==> src/rtl/mrnd_pkg.sv <==
`timescale 1ns / 1ps

package mrnd_pkg;

    localparam int unsigned SEED_W = 31;
    localparam int unsigned MULT_W = 15;
    localparam int unsigned PROD_W = SEED_W + MULT_W;
    localparam int unsigned CNT_W  = 5;

    localparam logic [MULT_W-1:0] LCG_MULT = 15'd16807;
    localparam logic [SEED_W-1:0] LCG_MOD  = 31'h7FFF_FFFF;

    // Byte address bit that selects the register; start_seed is register 0.
    localparam logic REG_START_SEED = 1'b0;

    typedef logic [SEED_W-1:0] t_word;

    typedef struct packed {
        logic  start;
        t_word dividend;
        t_word divisor;
    } t_rem_req;

    typedef struct packed {
        logic  busy;
        logic  done;
        t_word remainder;
    } t_rem_stat;

endpackage

==> src/rtl/mrnd_lcg.sv <==
`timescale 1ns / 1ps

module mrnd_lcg
    import mrnd_pkg::*;
(
    input  logic  i_clk,
    input  logic  i_rst_n,
    input  logic  i_start,
    input  t_word i_seed,
    output logic  o_done,
    output t_word o_next
);

    logic [PROD_W-1:0] r_prod;
    logic              r_prod_vld;
    logic              r_done;
    t_word             r_next;

    logic [SEED_W:0]   w_sum;
    t_word             w_fold;

    // Modulo 2^31-1: the high part of the product folds back onto the low part.
    always_comb begin
        w_sum = {1'b0, r_prod[SEED_W-1:0]}
              + {{(SEED_W + 1 - MULT_W){1'b0}}, r_prod[PROD_W-1:SEED_W]};
        if (w_sum >= {1'b0, LCG_MOD}) begin
            w_fold = w_sum[SEED_W-1:0] - LCG_MOD;
        end else begin
            w_fold = w_sum[SEED_W-1:0];
        end
    end

    always_ff @(posedge i_clk) begin
        if (!i_rst_n) begin
            r_prod_vld <= 1'b0;
            r_done     <= 1'b0;
        end else begin
            r_prod_vld <= i_start;
            r_done     <= r_prod_vld;
        end
    end

    always_ff @(posedge i_clk) begin
        if (i_start) begin
            r_prod <= {{MULT_W{1'b0}}, i_seed} * {{SEED_W{1'b0}}, LCG_MULT};
        end
        if (r_prod_vld) begin
            r_next <= w_fold;
        end
    end

    assign o_done = r_done;
    assign o_next = r_next;

endmodule

==> src/rtl/mrnd_rem.sv <==
`timescale 1ns / 1ps

module mrnd_rem
    import mrnd_pkg::*;
(
    input  logic      i_clk,
    input  logic      i_rst_n,
    input  t_rem_req  i_req,
    output t_rem_stat o_stat
);

    logic             r_busy;
    logic             r_done;
    logic [CNT_W-1:0] r_cnt;
    t_word            r_rem;
    t_word            r_dvd;
    t_word            r_div;

    logic [SEED_W:0]  w_shift;
    logic             w_ge;
    logic [SEED_W:0]  w_diff;
    t_word            n_rem;

    // One restoring step per cycle. A zero divisor always subtracts nothing,
    // so the dividend comes out unchanged.
    always_comb begin
        w_shift = {r_rem, r_dvd[SEED_W-1]};
        w_ge    = (w_shift >= {1'b0, r_div});
        w_diff  = w_shift - {1'b0, r_div};
        if (w_ge) begin
            n_rem = w_diff[SEED_W-1:0];
        end else begin
            n_rem = w_shift[SEED_W-1:0];
        end
    end

    always_ff @(posedge i_clk) begin
        if (!i_rst_n) begin
            r_busy <= 1'b0;
            r_done <= 1'b0;
            r_cnt  <= '0;
        end else begin
            r_done <= 1'b0;
            if (i_req.start) begin
                r_busy <= 1'b1;
                r_cnt  <= CNT_W'(SEED_W - 1);
            end else if (r_busy) begin
                r_cnt <= r_cnt - 1'b1;
                if (r_cnt == '0) begin
                    r_busy <= 1'b0;
                    r_done <= 1'b1;
                end
            end
        end
    end

    always_ff @(posedge i_clk) begin
        if (i_req.start) begin
            r_rem <= '0;
            r_dvd <= i_req.dividend;
            r_div <= i_req.divisor;
        end else if (r_busy) begin
            r_rem <= n_rem;
            r_dvd <= {r_dvd[SEED_W-2:0], 1'b0};
        end
    end

    assign o_stat.busy      = r_busy;
    assign o_stat.done      = r_done;
    assign o_stat.remainder = r_rem;

endmodule

==> src/rtl/minstd_bounded_random_core.sv <==
`timescale 1ns / 1ps

// Minimal standard Lehmer generator with a bounded result. Each accepted
// word advances the seed to seed*16807 mod (2^31-1) and returns the new seed
// as o_raw_value and the new seed modulo i_bound as o_random_value (a zero
// bound returns the raw value). Writing start_seed at byte address 0 loads
// the seed at once; 0 and 2^31-1 load as 1. A word passes through the
// multiply, the modulus fold, the bit-per-cycle remainder loop, which sets
// the rate, and the handoff to the output register. o_in_stall is high from
// acceptance until the result has moved into the output register, so the
// next word can enter while a result still waits downstream.
module minstd_bounded_random_core
    import mrnd_pkg::*;
(
    input  logic        i_clk,
    input  logic        i_rst_n,
    input  logic        psel,
    input  logic        penable,
    input  logic        pwrite,
    input  logic [2:0]  paddr,
    input  logic [31:0] pwdata,
    output logic [31:0] prdata,
    output logic        pready,
    input  logic        i_in_valid,
    output logic        o_in_stall,
    input  logic [30:0] i_bound,
    output logic        o_out_valid,
    input  logic        i_out_stall,
    output logic [30:0] o_random_value,
    output logic [30:0] o_raw_value
);

    localparam logic [2:0] S_IDLE = 3'd0;
    localparam logic [2:0] S_LCG  = 3'd1;
    localparam logic [2:0] S_DIV  = 3'd2;
    localparam logic [2:0] S_OUT  = 3'd3;

    logic [2:0] r_state;
    logic [2:0] n_state;
    t_word      r_seed;
    t_word      r_start_seed;
    t_word      r_bound;
    logic       r_out_valid;
    t_word      r_out_rand;
    t_word      r_out_raw;

    logic       w_in_acc;
    logic       w_cfg_wr;
    logic       w_out_free;
    logic       w_lcg_done;
    t_word      w_lcg_next;
    t_word      w_wr_seed;
    t_rem_req   w_rem_req;
    t_rem_stat  w_rem_stat;

    assign w_in_acc   = i_in_valid && (r_state == S_IDLE);
    assign w_cfg_wr   = psel && penable && pwrite && (paddr[2] == REG_START_SEED);
    assign w_out_free = !r_out_valid || !i_out_stall;
    assign w_wr_seed  = pwdata[SEED_W-1:0];

    mrnd_lcg u_lcg (
        .i_clk   (i_clk),
        .i_rst_n (i_rst_n),
        .i_start (w_in_acc),
        .i_seed  (r_seed),
        .o_done  (w_lcg_done),
        .o_next  (w_lcg_next)
    );

    assign w_rem_req.start    = (r_state == S_LCG) && w_lcg_done;
    assign w_rem_req.dividend = w_lcg_next;
    assign w_rem_req.divisor  = r_bound;

    mrnd_rem u_rem (
        .i_clk   (i_clk),
        .i_rst_n (i_rst_n),
        .i_req   (w_rem_req),
        .o_stat  (w_rem_stat)
    );

    always_comb begin
        n_state = r_state;
        unique case (r_state)
            S_IDLE: begin
                if (w_in_acc) begin
                    n_state = S_LCG;
                end
            end
            S_LCG: begin
                if (w_lcg_done) begin
                    n_state = S_DIV;
                end
            end
            S_DIV: begin
                if (w_rem_stat.done) begin
                    n_state = S_OUT;
                end
            end
            S_OUT: begin
                if (w_out_free) begin
                    n_state = S_IDLE;
                end
            end
            default: begin
                n_state = S_IDLE;
            end
        endcase
    end

    always_ff @(posedge i_clk) begin
        if (!i_rst_n) begin
            r_state      <= S_IDLE;
            r_seed       <= SEED_W'(1);
            r_start_seed <= SEED_W'(1);
            r_out_valid  <= 1'b0;
        end else begin
            r_state <= n_state;
            if (w_cfg_wr) begin
                r_start_seed <= w_wr_seed;
                if (w_wr_seed == '0 || w_wr_seed == LCG_MOD) begin
                    r_seed <= SEED_W'(1);
                end else begin
                    r_seed <= w_wr_seed;
                end
            end else if (w_rem_req.start) begin
                r_seed <= w_lcg_next;
            end
            if (r_state == S_OUT && w_out_free) begin
                r_out_valid <= 1'b1;
            end else if (!i_out_stall) begin
                r_out_valid <= 1'b0;
            end
        end
    end

    always_ff @(posedge i_clk) begin
        if (w_in_acc) begin
            r_bound <= i_bound;
        end
        if (r_state == S_OUT && w_out_free) begin
            r_out_rand <= w_rem_stat.remainder;
            r_out_raw  <= r_seed;
        end
    end

    assign o_in_stall     = (r_state != S_IDLE);
    assign o_out_valid    = r_out_valid;
    assign o_random_value = r_out_rand;
    assign o_raw_value    = r_out_raw;
    assign prdata         = {1'b0, r_start_seed};
    assign pready         = 1'b1;

endmodule

==> config.mk <==
export PLATFORM = sky130hd
export DESIGN_NAME = minstd_bounded_random_core
export DESIGN_NICKNAME = d
export VERILOG_FILES = /design/src/rtl/mrnd_pkg.sv /design/src/rtl/mrnd_lcg.sv /design/src/rtl/mrnd_rem.sv /design/src/rtl/minstd_bounded_random_core.sv
export SDC_FILE = /design/constraint.sdc
export NUM_CORES = 1
export LEC_CHECK = 0
export BUFFER_PORTS_ARGS = -buffer_cell sky130_fd_sc_hd__buf_2
export CAP_MARGIN = 20
export CORE_ASPECT_RATIO = 0.7
export CORE_MARGIN = 1.5
export CORE_UTILIZATION = 62
export DETAILED_ROUTE_END_ITERATION = 8
export GPL_TIMING_DRIVEN = 0
export HOLD_SLACK_MARGIN = 0.15
export PLACE_DENSITY = 0.82
export SKIP_CTS_REPAIR_TIMING = 1
export SLEW_MARGIN = 20
export SYNTH_ARGS = -nofsm -noshare
export SYNTH_HDL_FRONTEND = slang
export SYNTH_SLANG_ARGS = --single-unit
==> constraint.sdc <==
create_clock -name i_clk -period 9.5 [get_ports i_clk]
set_clock_uncertainty 0.2 [all_clocks]
set_input_delay 1.9 -clock i_clk [delete_from_list [all_inputs] [get_ports i_clk]]
set_output_delay 1.9 -clock i_clk [all_outputs]
set_load 0.005 [all_outputs]
==> results of run 1 <==
## sequential cells by signal, summed over array words and instances, names as in the netlist, 2 cells and up
name and flops:
u_lcg.r_prod 46, o_random_value 31, o_raw_value 31, r_bound 31, r_seed 31, r_start_seed 31
u_lcg.o_next 31, u_rem.r_div 31, u_rem.r_dvd 31, u_rem.r_rem 31, u_rem.r_cnt 5, r_state 2
## cell families (layout without fill, tap and decap cells)
logic type      after synthesis  after routing  share of synthesized area (%)
simple gates                517            517                           10.7
fa+ha+maj                   375            375                           25.3
xor+xnor                    105            105                           4.07
other cells                   2              2                         0.0333
compound gates              469            469                           12.5
buf+inv                     414            646                           6.95
mux                           6              6                          0.277
flops                       337            337                           40.2
## power groups by stage
stage / Sequential (mW) / Combinational, mW / Clock (mW)
after floorplan: 2.19 / 2.09 / 0
after global placement: 2.32 / 2.67 / 0
after detailed placement: 2.30 / 2.82 / 0
after CTS: 2.27 / 2.85 / 1.48
after global routing: 2.31 / 3.24 / 1.54
final: 2.29 / 2.90 / 1.47
## per-layer routing
metal | vias up | part of all wire (%)
met5 | - | 0
met1 | 8371 | 43
met3 | 134 | 11
li1 | 7997 | -
met2 | 877 | 42
met4 | 0 | 2.7
## layout make-up
| class | count | area, µm² | area share [%] |
|---|---|---|---|
| repair buffers | 169 | 951 | 3.75 |
| inverters | 352 | 1320 | 5.21 |
| clock inverters | 22 | 307 | 1.21 |
| plain buffers | 62 | 249 | 0.982 |
| clock buffers | 41 | 918 | 3.62 |
| well taps | 480 | 601 | 2.37 |
| flip-flops and latches | 337 | 9070 | 35.8 |
| multi-input cells | 1474 | 12000 | 47.1 |
## cells in the final DEF, fill, tap and decap left out, types with 27 or more instances in the layout
master / netlist / final
ha_1: 240 / 240
edfxtp_1: 232 / 232
nand2_1: 253 / 253
inv_1: 351 / 350
a21oi_1: 166 / 166
fa_1: 135 / 135
xor2_1: 44 / 44
nor2_1: 81 / 81
clkbuf_16: 0 / 35
buf_2: 3 / 168
xnor2_1: 61 / 61
a21o_1: 52 / 52
nand3_1: 27 / 27
clkbuf_1: 54 / 58
o21ai_0: 134 / 134
dfxtp_1: 105 / 104
## path summary, 6_finish.rpt
check,from,end,slack (ns),cells past startpoint
worst max register to register,r_seed[9],u_lcg.r_prod[45],2.02,22
worst min-delay path,r_bound[27],u_rem.r_div[27],0.21,0
worst max-delay path,r_seed[9],u_lcg.r_prod[45],2.02,22
worst min register to register,r_bound[27],u_rem.r_div[27],0.21,0
## critical path, stage by stage, from the launching register on
cell and delay [ns]:
dfxtp_1 0.73, inv_1 0.27, fa_1 0.57, inv_1 0.04, ha_1 0.27, inv_1 0.05
fa_1 0.50, inv_1 0.04, ha_1 0.31, fa_1 0.55, inv_1 0.07, fa_1 0.53
inv_1 0.06, ha_1 0.36, and3_1 0.20, a221oi_1 0.92, nor3_1 0.14, o21ai_0 0.24
a21oi_1 0.14, o2bb2ai_1 0.27, a41oi_1 0.40, a21oi_1 0.16, and2_1 0.18
==> run_results.csv, run 1 <==
group,metric,value,unit
floorplan,die_y,163,µm
synthesis,ys_seq_area_share,40.2,%
placed_design,dpl_worst_slack,2.15,ns
synthesis,synth_area_leaders,"edfxtp_1 (31%), ha_1 (13%), fa_1 (12%)",
floorplan,ios,170,
job,cap_violations,0,
routing,totalWireLength,59.2,mm
cts,clockRootBuffer,"clkbuf_16",
placed_design,routabilityCongestion,0.996,
pwr,leakagePower,11.8,nW
global_route,use_met1,47.0,%
synthesis,syn_inst,2225,
global_route,grt.total_usage,31.7,%
min_path,hp-class,"reg -> reg",
cells_and_area,diodes,0,
timing,fin_crit_sh,78.7,%
floorplan,core.rowCount,58,
global_route,grt.busiest_layer,"met1",
cells_and_area,finalNonFillerCells,2937,
global_route,globalRouteMet3Util,6.99,%
pwr,p_comb_share,43.6,%
outcome,outcome,"complete, no violations",
timing,maxSlewHeadroom,24.8,%
synthesis,synth_nets,2673,
pwr,power_frac_clock,22.1,%
floorplan,dieArea,37600,µm²
timing,fin_crit,7.48,ns
cts,clkTransAtPathRegs,0.07,ns
floorplan,core-area,35900,µm²
cells_and_area,nFillCells,2582,
timing,worstMarginPinSlew,1.13,ns
setup_path,worstPathRequired,9.59,ns
routing,ant_nets,0,
cells_and_area,fin_util,70.6,%
pwr,p_int,3.99,mW
global_route,antenna_found_initial,0,
synthesis,synth.distinct_cells,77,
cts,cts_buffers,35,
routing,wl_per_cell,20.2,µm
synthesis,synth_top_cells_by_count,"inv_1 (351), nand2_1 (253), ha_1 (240)",
pwr,finalPower,6.67,mW
routing,drt-vias-per-instance,5.92,
synthesis,synth_edf_count,232,
pwr,p_per_area,263,nW/µm²
synthesis,synth.top_cell.area_share,30.9,%
pwr,power_switching_share,40.2,%
placed_design,placed_area,24100,µm²
synthesis,avgSynthCellArea,10.1,µm²
timing,fin_setup_tns,0,ns
synthesis,yosysWarnings,0,
placed_design,place_inst,2874,
cells_and_area,area_growth,12.4,%
routing,dr.pass1.iters,8,
global_route,grt_pass1_vias,16867,
synthesis,synth-seq-cells,337,
synthesis,async_reset_ff_share,0,%
synthesis,syn-cell-area,22600,µm²
setup_path,crit_path_end_kind,"flip-flop",
floorplan,die_width,231,µm
timing,hold_violations,0,
cts,clock_latency,0.53,ns
routing,drtIter0Drc,1742,
synthesis,ys.flop_type,"edfxtp_1",
routing,route.detailed.drc,0,
setup_path,cp-start-kind,"flip-flop",
cts,cts_tree,"done",
routing,vias,17379,
cts,ctsHtreeMaxLevel,2,
timing,setup_viol,0,
placed_design,hpwl,46.5,mm
global_route,use_met2,46.9,%
timing,setup_ws,2.02,ns
global_route,grt_overflow,0,
global_route,grt_pass1_wl,91.4,mm
timing,rsz0062_at_grt,"false",
setup_path,cp_max_fo,7,
floorplan,start_util,62.8,%
placed_design,port_buffers,164,
timing,drv_slew,0,
cells_and_area,design_area,25400,µm²
timing,fmax,134,MHz
pwr,ir_drop,0.141,mV
cts,clock_sinks,337,
setup_path,worst_ep_arrival_time,7.57,ns
pwr,power.switching,2.68,mW
cells_and_area,final_layout_size_suffix_gt1_share,10.5,%
timing,holdWs,0.209,ns
setup_path,crit_type,"reg -> reg",
cts,cts_buffer_depth,3,
global_route,grt_max_degree,47,
cells_and_area,num-nets-final,2879,
pwr,seqPwrFrac,34.4,%
synthesis,yosysTopAreaCell,"edfxtp_1",
synthesis,synthMostInstantiatedCell,"inv_1",
No activity file was read; power rests on OpenSTA's default activity.
==> run 2: changes to the inputs <==
--- a/config.mk
+++ b/config.mk
@@ -9,11 +9,11 @@
 export CAP_MARGIN = 20
 export CORE_ASPECT_RATIO = 0.7
 export CORE_MARGIN = 1.5
-export CORE_UTILIZATION = 62
+export CORE_UTILIZATION = 56
 export DETAILED_ROUTE_END_ITERATION = 8
 export GPL_TIMING_DRIVEN = 0
 export HOLD_SLACK_MARGIN = 0.15
-export PLACE_DENSITY = 0.82
+export PLACE_DENSITY = 0.78
 export SKIP_CTS_REPAIR_TIMING = 1
 export SLEW_MARGIN = 20
 export SYNTH_ARGS = -nofsm -noshare
==> constraint.sdc (replaced) <==
create_clock -name i_clk -period 6.2 [get_ports i_clk]
set_clock_uncertainty 0.2 [all_clocks]
set_input_delay 1.24 -clock i_clk [delete_from_list [all_inputs] [get_ports i_clk]]
set_output_delay 1.24 -clock i_clk [all_outputs]
set_load 0.005 [all_outputs]
==> run 2 against run 1 <==
Compared with the run above:
- the flow now finishes with violations (setup timing)
- routed wire length grew 0.60%
- total power grew 56%
- clock power grew 44%
- sequential power rose by 52%
- register-to-register slack lost 2.2 ns
- largest cell class unchanged
- largest power group unchanged
==> run_results.csv, run 2 (same netlist as run 1, synthesis figures left out) <==
group,metric,value,unit
outcome,outcome,"finished, violations left",
outcome,violations,"setup timing",
cts,cts_buffer_depth,3,
placed_design,hpwl,45.4,mm
timing,holdWs,0.212,ns
setup_path,cp-endpoint,"u_lcg.r_prod[30]",
cells_and_area,final_common_cell,"inv_1",
cts,clockRootBuffer,"clkbuf_16",
placed_design,routabilityCongestion,0.937,
cts,clock_latency,0.55,ns
cells_and_area,regMostFlops,"u_lcg.r_prod",
pwr,power_frac_clock,20.3,%
global_route,grt_pass1_vias,16778,
setup_path,worstPathRequired,6.27,ns
cts,clock_sinks,337,
setup_path,cp_max_fo,4,
setup_path,critPathTopFamily,"adder cells",
setup_path,crit_path_end_kind,"flip-flop",
timing,setup_viol,5,
floorplan,start_util,56.9,%
global_route,antenna_found_initial,0,
global_route,grt_pass1_wl,89.4,mm
pwr,finalPower,10.4,mW
timing,fmax,157,MHz
floorplan,core-area,39700,µm²
setup_path,reg2reg_depth,25,
min_path,hp-class,"reg -> reg",
timing,worstMarginPinSlew,0.919,ns
timing,hold_violations,0,
setup_path,cp-startpoint,"r_seed[14]",
pwr,p_int,6.23,mW
pwr,leakagePower,12.0,nW
job,cap_violations,0,
cells_and_area,final_layout_size_suffix_gt1_share,16.8,%
routing,vias,17471,
routing,drtIter0Drc,1518,
cts,cts_buffers,35,
cells_and_area,num-nets-final,2926,
global_route,grt.total_usage,27.7,%
placed_design,dpl_worst_slack,-0.966,ns
setup_path,cp_num_cells,25,
cts,clkTransAtPathRegs,0.07,ns
floorplan,dieArea,41500,µm²
timing,fin_setup_tns,-0.589,ns
setup_path,slowest_delay,0.53,ns
cells_and_area,area_growth,16.8,%
routing,dr.pass1.iters,6,
pwr,seqPwrFrac,33.6,%
setup_path,regToRegSetupSlack,-0.17,ns
cts,ctsHtreeMaxLevel,2,
setup_path,r2r-start,"r_seed[14]",
timing,setup_ws,-0.167,ns
routing,ant_nets,0,
routing,drt-vias-per-instance,5.75,
floorplan,core.rowCount,61,
floorplan,die_width,243,µm
routing,totalWireLength,59.6,mm
cells_and_area,fin_util,66.4,%
routing,wl_per_cell,19.6,µm
routing,route.detailed.drc,0,
pwr,ir_drop,0.227,mV
floorplan,die_y,171,µm
setup_path,path_buf_inv,8,
cells_and_area,nFillCells,2940,
global_route,grt_overflow,0,
pwr,p_per_area,394,nW/µm²
placed_design,port_buffers,164,
cts,cts_tree,"done",
global_route,grt_max_degree,47,
cells_and_area,layout_common_cells,"inv_1 (319), nand2_1 (251), edfxtp_1 (232), ha_1 (221), buf_2 (168)",
setup_path,rr_endpoint,"u_lcg.r_prod[30]",
cells_and_area,diodes,0,
setup_path,crit_type,"reg -> reg",
timing,maxSlewHeadroom,38.3,%
timing,fin_crit,6.37,ns
setup_path,worst_ep_arrival_time,6.43,ns
timing,drv_slew,0,
cells_and_area,largest_reg_flops,46,
pwr,power_switching_share,40.1,%
timing,rsz0062_at_grt,"true",
floorplan,ios,170,
pwr,power.switching,4.16,mW
setup_path,cp-start-kind,"flip-flop",
setup_path,critical_path.slowest_cell,"fa_1",
pwr,p_comb_share,46.1,%
timing,fin_crit_sh,103,%
run 2: worst min-delay path by stage:
stage	from	endpoint	slack, ns	cells after the start
after detailed placement	r_bound[0]	u_rem.r_div[0]	0.20	0
after CTS	r_bound[13]	u_rem.r_div[13]	0.21	0
after floorplan	r_bound[0]	u_rem.r_div[0]	0.20	0
after global routing	r_bound[13]	u_rem.r_div[13]	0.22	0
final	r_bound[13]	u_rem.r_div[13]	0.21	0
after global placement	r_bound[4]	u_rem.r_div[4]	0.21	0
run 2: stage by stage:
step	cell area, µm²	cells
3_5_place_dp	24200	2929
2_1_floorplan	22600	2225
6_report	26400	3039
5_1_grt	26400	3039
3_3_place_gp	24100	2924
4_1_cts	25400	2992
run 2: cell type report:
cell class                 count  area (µm²)  area share [%]
buffer                        62         249           0.944
clock buffer                  51        1040            3.94
clock inverter                12         110           0.418
inverter                     352        1350            5.14
multi-input combinational   1474       12500            47.3
sequential                   337        9160            34.7
tap                          535         669            2.54
timing repair buffer         216        1320            5.00
run 2: metal layers:
| layer | wire (µm) | global-route usage, % | part of all wire, % | up-vias |
|---|---|---|---|---|
| met2 | 25700 | 41.6 | 43 | 769 |
| li1 | - | - | - | 8106 |
| met5 | 0 | 0 | 0 | - |
| met1 | 27200 | 40.5 | 46 | 8489 |
| met4 | 1360 | 7.70 | 2.3 | 0 |
| met3 | 5320 | 5.88 | 8.9 | 107 |
run 2: power groups by stage:
| stage | logic, mW | registers, mW | clock network (mW) |
|---|---|---|---|
| 3_5_place_dp | 4.26 | 3.52 | 0 |
| 4_1_cts | 4.29 | 3.48 | 2.12 |
| 6_report | 4.78 | 3.49 | 2.11 |
| 5_1_grt | 5.32 | 3.52 | 2.20 |
| 2_1_floorplan | 3.21 | 3.34 | 0 |
| 3_3_place_gp | 4.07 | 3.54 | 0 |
run 2: worst reg2reg max path: cells and delay by family, from the launching register on:
family,cells,cell delay (ns)
xor gates and xnor gates,1,0.08
AOI/OAI and AO/OA,9,1.70
buffers and inverters,8,0.72
DFF,1,0.44
adders and majority gates,7,2.94
==> run 3: changes to the inputs <==
--- a/config.mk
+++ b/config.mk
@@ -5,6 +5,7 @@
 export SDC_FILE = /design/constraint.sdc
 export NUM_CORES = 1
 export LEC_CHECK = 0
+export ABC_AREA = 1
 export BUFFER_PORTS_ARGS = -buffer_cell sky130_fd_sc_hd__buf_2
 export CAP_MARGIN = 20
 export CORE_ASPECT_RATIO = 0.7
==> run 3 against run 2 <==
Compared with the run above:
- the flow now finishes without violations
- die area rose by 8.8%
- utilization fell by 2.1 points
- design area rose by 6.2%
- register-to-register slack gained 0.17 ns
- via count increased by 21%
- total power is 0.93% higher
- clock-buffer cell count fell by 4
- fmax up 2.8%
- cell count up 22%
- area after synthesis is 8.9% higher
- synthesized cell count up 28%
- critical path depth is 5 lower
==> run_results.csv, run 3 <==
group,metric,value,unit
outcome,outcome,"complete, no violations",
setup_path,cp_cell_sequence,"inv_1 -> fa_1 -> inv_1 -> ha_1 -> inv_1 -> fa_1 -> inv_1 -> fa_1 -> fa_1 -> inv_1 -> fa_1 -> inv_1 -> ha_1 -> a21oi_1 -> o21ai_0 -> a21oi_1 -> nor3_1 -> a211oi_2 -> nand3_2 -> xor2_1",
cts,clockRootBuffer,"clkbuf_16",
placed_design,port_buffers,163,
pwr,p_int,5.80,mW
synthesis,synthXorXnorAreaFrac,2.67,%
setup_path,critPathTopFamily,"adder cells",
synthesis,synth_top_cells_by_count,"nand2_1 (599), inv_1 (531), ha_1 (240)",
cts,cts_tree,"done",
cts,clkTransAtPathRegs,0.06,ns
cells_and_area,num-nets-final,3524,
timing,drv_slew,0,
synthesis,synth_top_family_by_area,"adder cells",
synthesis,synthMostInstantiatedCell,"nand2_1",
cells_and_area,final_layout_size_suffix_gt1_share,13.1,%
global_route,grt_pass1_wl,119,mm
synthesis,synth_area_leaders,"edfxtp_1 (28%), ha_1 (12%), fa_1 (11%)",
min_path,hp-class,"reg -> reg",
timing,hold_violations,0,
routing,totalWireLength,81.2,mm
timing,fin_crit,6.20,ns
synthesis,yosysTopAreaCell,"edfxtp_1",
floorplan,core-area,43500,µm²
pwr,power_frac_clock,21.1,%
synthesis,avgSynthCellArea,8.62,µm²
placed_design,hpwl,65.8,mm
cts,cts_buffers,36,
routing,dr.pass1.iters,6,
synthesis,synthAdderAreaFrac,23.2,%
pwr,power.switching,4.68,mW
cts,clock_latency,0.54,ns
placed_design,place_inst,3617,
synthesis,syn-cell-area,24600,µm²
synthesis,ys.flop_type,"edfxtp_1",
routing,drtIter0Drc,2554,
pwr,seqPwrFrac,31.3,%
timing,worstMarginPinSlew,1.14,ns
floorplan,ios,170,
cells_and_area,layout_common_cells,"nand2_1 (597), inv_1 (525), ha_1 (234), edfxtp_1 (232), nor2_1 (180)",
setup_path,cp-start-kind,"flip-flop",
cells_and_area,final_common_cell,"nand2_1",
timing,rsz0062_at_grt,"true",
global_route,grt_overflow,0,
pwr,power_switching_share,44.7,%
pwr,ir_drop,0.208,mV
floorplan,die_y,178,µm
routing,vias,21184,
synthesis,synth_edf_count,232,
routing,drt-vias-per-instance,5.73,
cells_and_area,nFillCells,3658,
cts,ctsHtreeMaxLevel,2,
synthesis,synth_mux_area_share,0,%
floorplan,start_util,56.6,%
setup_path,cp_max_fo,7,
synthesis,synth.distinct_cells,59,
synthesis,ys_seq_area_share,36.9,%
synthesis,synth-seq-cells,337,
floorplan,core.rowCount,64,
routing,ant_nets,0,
cells_and_area,area_growth,13.8,%
global_route,grt_pass1_vias,19397,
pwr,p_per_area,375,nW/µm²
synthesis,yosys.area_share.simple,18.9,%
synthesis,async_reset_ff_share,0,%
placed_design,routabilityCongestion,1.02,
synthesis,synth.top_cell.area_share,28.3,%
cells_and_area,largest_reg_flops,46,
pwr,leakagePower,13.4,nW
floorplan,dieArea,45200,µm²
setup_path,crit_path_end_kind,"flip-flop",
cells_and_area,finalNonFillerCells,3700,
timing,maxSlewHeadroom,23.3,%
timing,fmax,161,MHz
global_route,antenna_found_initial,3,
setup_path,slowest_delay,0.56,ns
routing,route.detailed.drc,0,
cells_and_area,design_area,28000,µm²
synthesis,yosysWarnings,0,
setup_path,path_buf_inv,6,
setup_path,cpMostUsedCell,"inv_1",
synthesis,syn_inst,2852,
pwr,finalPower,10.5,mW
cts,clock_sinks,337,
setup_path,crit_type,"reg -> reg",
setup_path,worst_ep_arrival_time,6.26,ns
setup_path,critical_path.slowest_cell,"fa_1",
pwr,p_comb_share,47.6,%
timing,fin_crit_sh,99.9,%
global_route,grt_max_degree,47,
setup_path,worstPathRequired,6.27,ns
routing,wl_per_cell,21.9,µm
cells_and_area,regMostFlops,"u_lcg.r_prod",
placed_design,placed_area,26300,µm²
timing,setup_viol,0,
floorplan,die_width,253,µm
job,cap_violations,0,
synthesis,synth_nets,3300,
synthesis,synth-compound-area-share,9.05,%
global_route,grt.total_usage,35.9,%
cts,cts_buffer_depth,3,
## run 3: cell types whose count changed in the layout (fill, tap and decap cells not counted), sizes merged, moves of 16 or more
cell	before	now
and3	21	3
nand4	19	35
nor2	81	201
inv	345	542
nand3	27	134
a211oi	18	1
nand2	253	626
a21o	52	11
nor2b	16	0
buf	224	202
o21ai	138	155
clkbuf	105	83
xnor2	61	24
## run 3: worst reg2reg max path: stages (launching register included)
cell      delay (ns)
dfxtp_4         0.44
inv_1           0.16
fa_1            0.55
inv_1           0.04
ha_1            0.26
inv_1           0.06
fa_1            0.50
inv_1           0.06
fa_1            0.48
fa_1            0.56
inv_1           0.06
fa_1            0.53
inv_1           0.04
ha_1            0.37
a21oi_1         0.31
o21ai_0         0.19
a21oi_1         0.25
nor3_1          0.10
a211oi_2        0.32
nand3_2         0.25
xor2_1          0.21
## run 3: kinds of logic after synthesis
group	after synthesis
buf+inv	599
compound gates	408
xor+xnor	75
simple gates	1056
fa+ha+maj	375
flops	337
other cells	2
## run 3: final cells by class
| cell class | count | area (µm²) | share of cell area (%) |
|---|---|---|---|
| Buffer | 52 | 233 | 0.832 |
| Timing Repair Buffer | 186 | 1100 | 3.94 |
| Multi-Input combinational cell | 1916 | 13500 | 48.2 |
| Antenna cell | 3 | 7.51 | 0.0268 |
| Sequential cell | 337 | 9160 | 32.7 |
| Inverter | 547 | 2070 | 7.39 |
| Clock inverter | 18 | 209 | 0.747 |
| Clock buffer | 47 | 972 | 3.47 |
| Tap cell | 594 | 743 | 2.66 |
## run 3: path summary, 6_finish.rpt
check	start	endpoint	slack, ns	depth (start not counted)
max	r_seed[21]	u_lcg.r_prod[38]	0.004	20
min	r_bound[26]	u_rem.r_div[26]	0.22	0
max reg2reg	r_seed[21]	u_lcg.r_prod[38]	0.004	20
min reg2reg	r_bound[26]	u_rem.r_div[26]	0.22	0
## run 3: power groups by stage
stage | registers, mW | logic, mW | clock network, mW
after CTS | 3.28 | 4.70 | 2.22
after global placement | 3.36 | 4.50 | 0
after global routing | 3.30 | 5.51 | 2.31
after detailed placement | 3.32 | 4.64 | 0
final | 3.28 | 4.99 | 2.21
after floorplan | 3.17 | 3.18 | 0
## run 3: per-layer routing
metal,part of all wire [%],up-vias,global-route usage [%]
li1,-,9699,-
met1,47,10203,58.8
met2,36,1182,44.0
met3,14,100,11.9
met4,2.0,0,7.61
met5,0,-,0
## run 3: per-stage QoR
step | TNS (ns) | setup WS [ns] | utilization, % | hold WS, ns
after floorplan | 0 | 0.794 | - | 0.200
after global placement | -78.97 | -1.14 | 60.1 | 0.206
after detailed placement | -9.23 | -0.528 | 60.6 | 0.205
after CTS | -11.04 | -0.609 | 63.3 | 0.221
after global routing | -0.237 | -0.0427 | 64.3 | 0.227
final | 0 | 0.00406 | 64.4 | 0.222
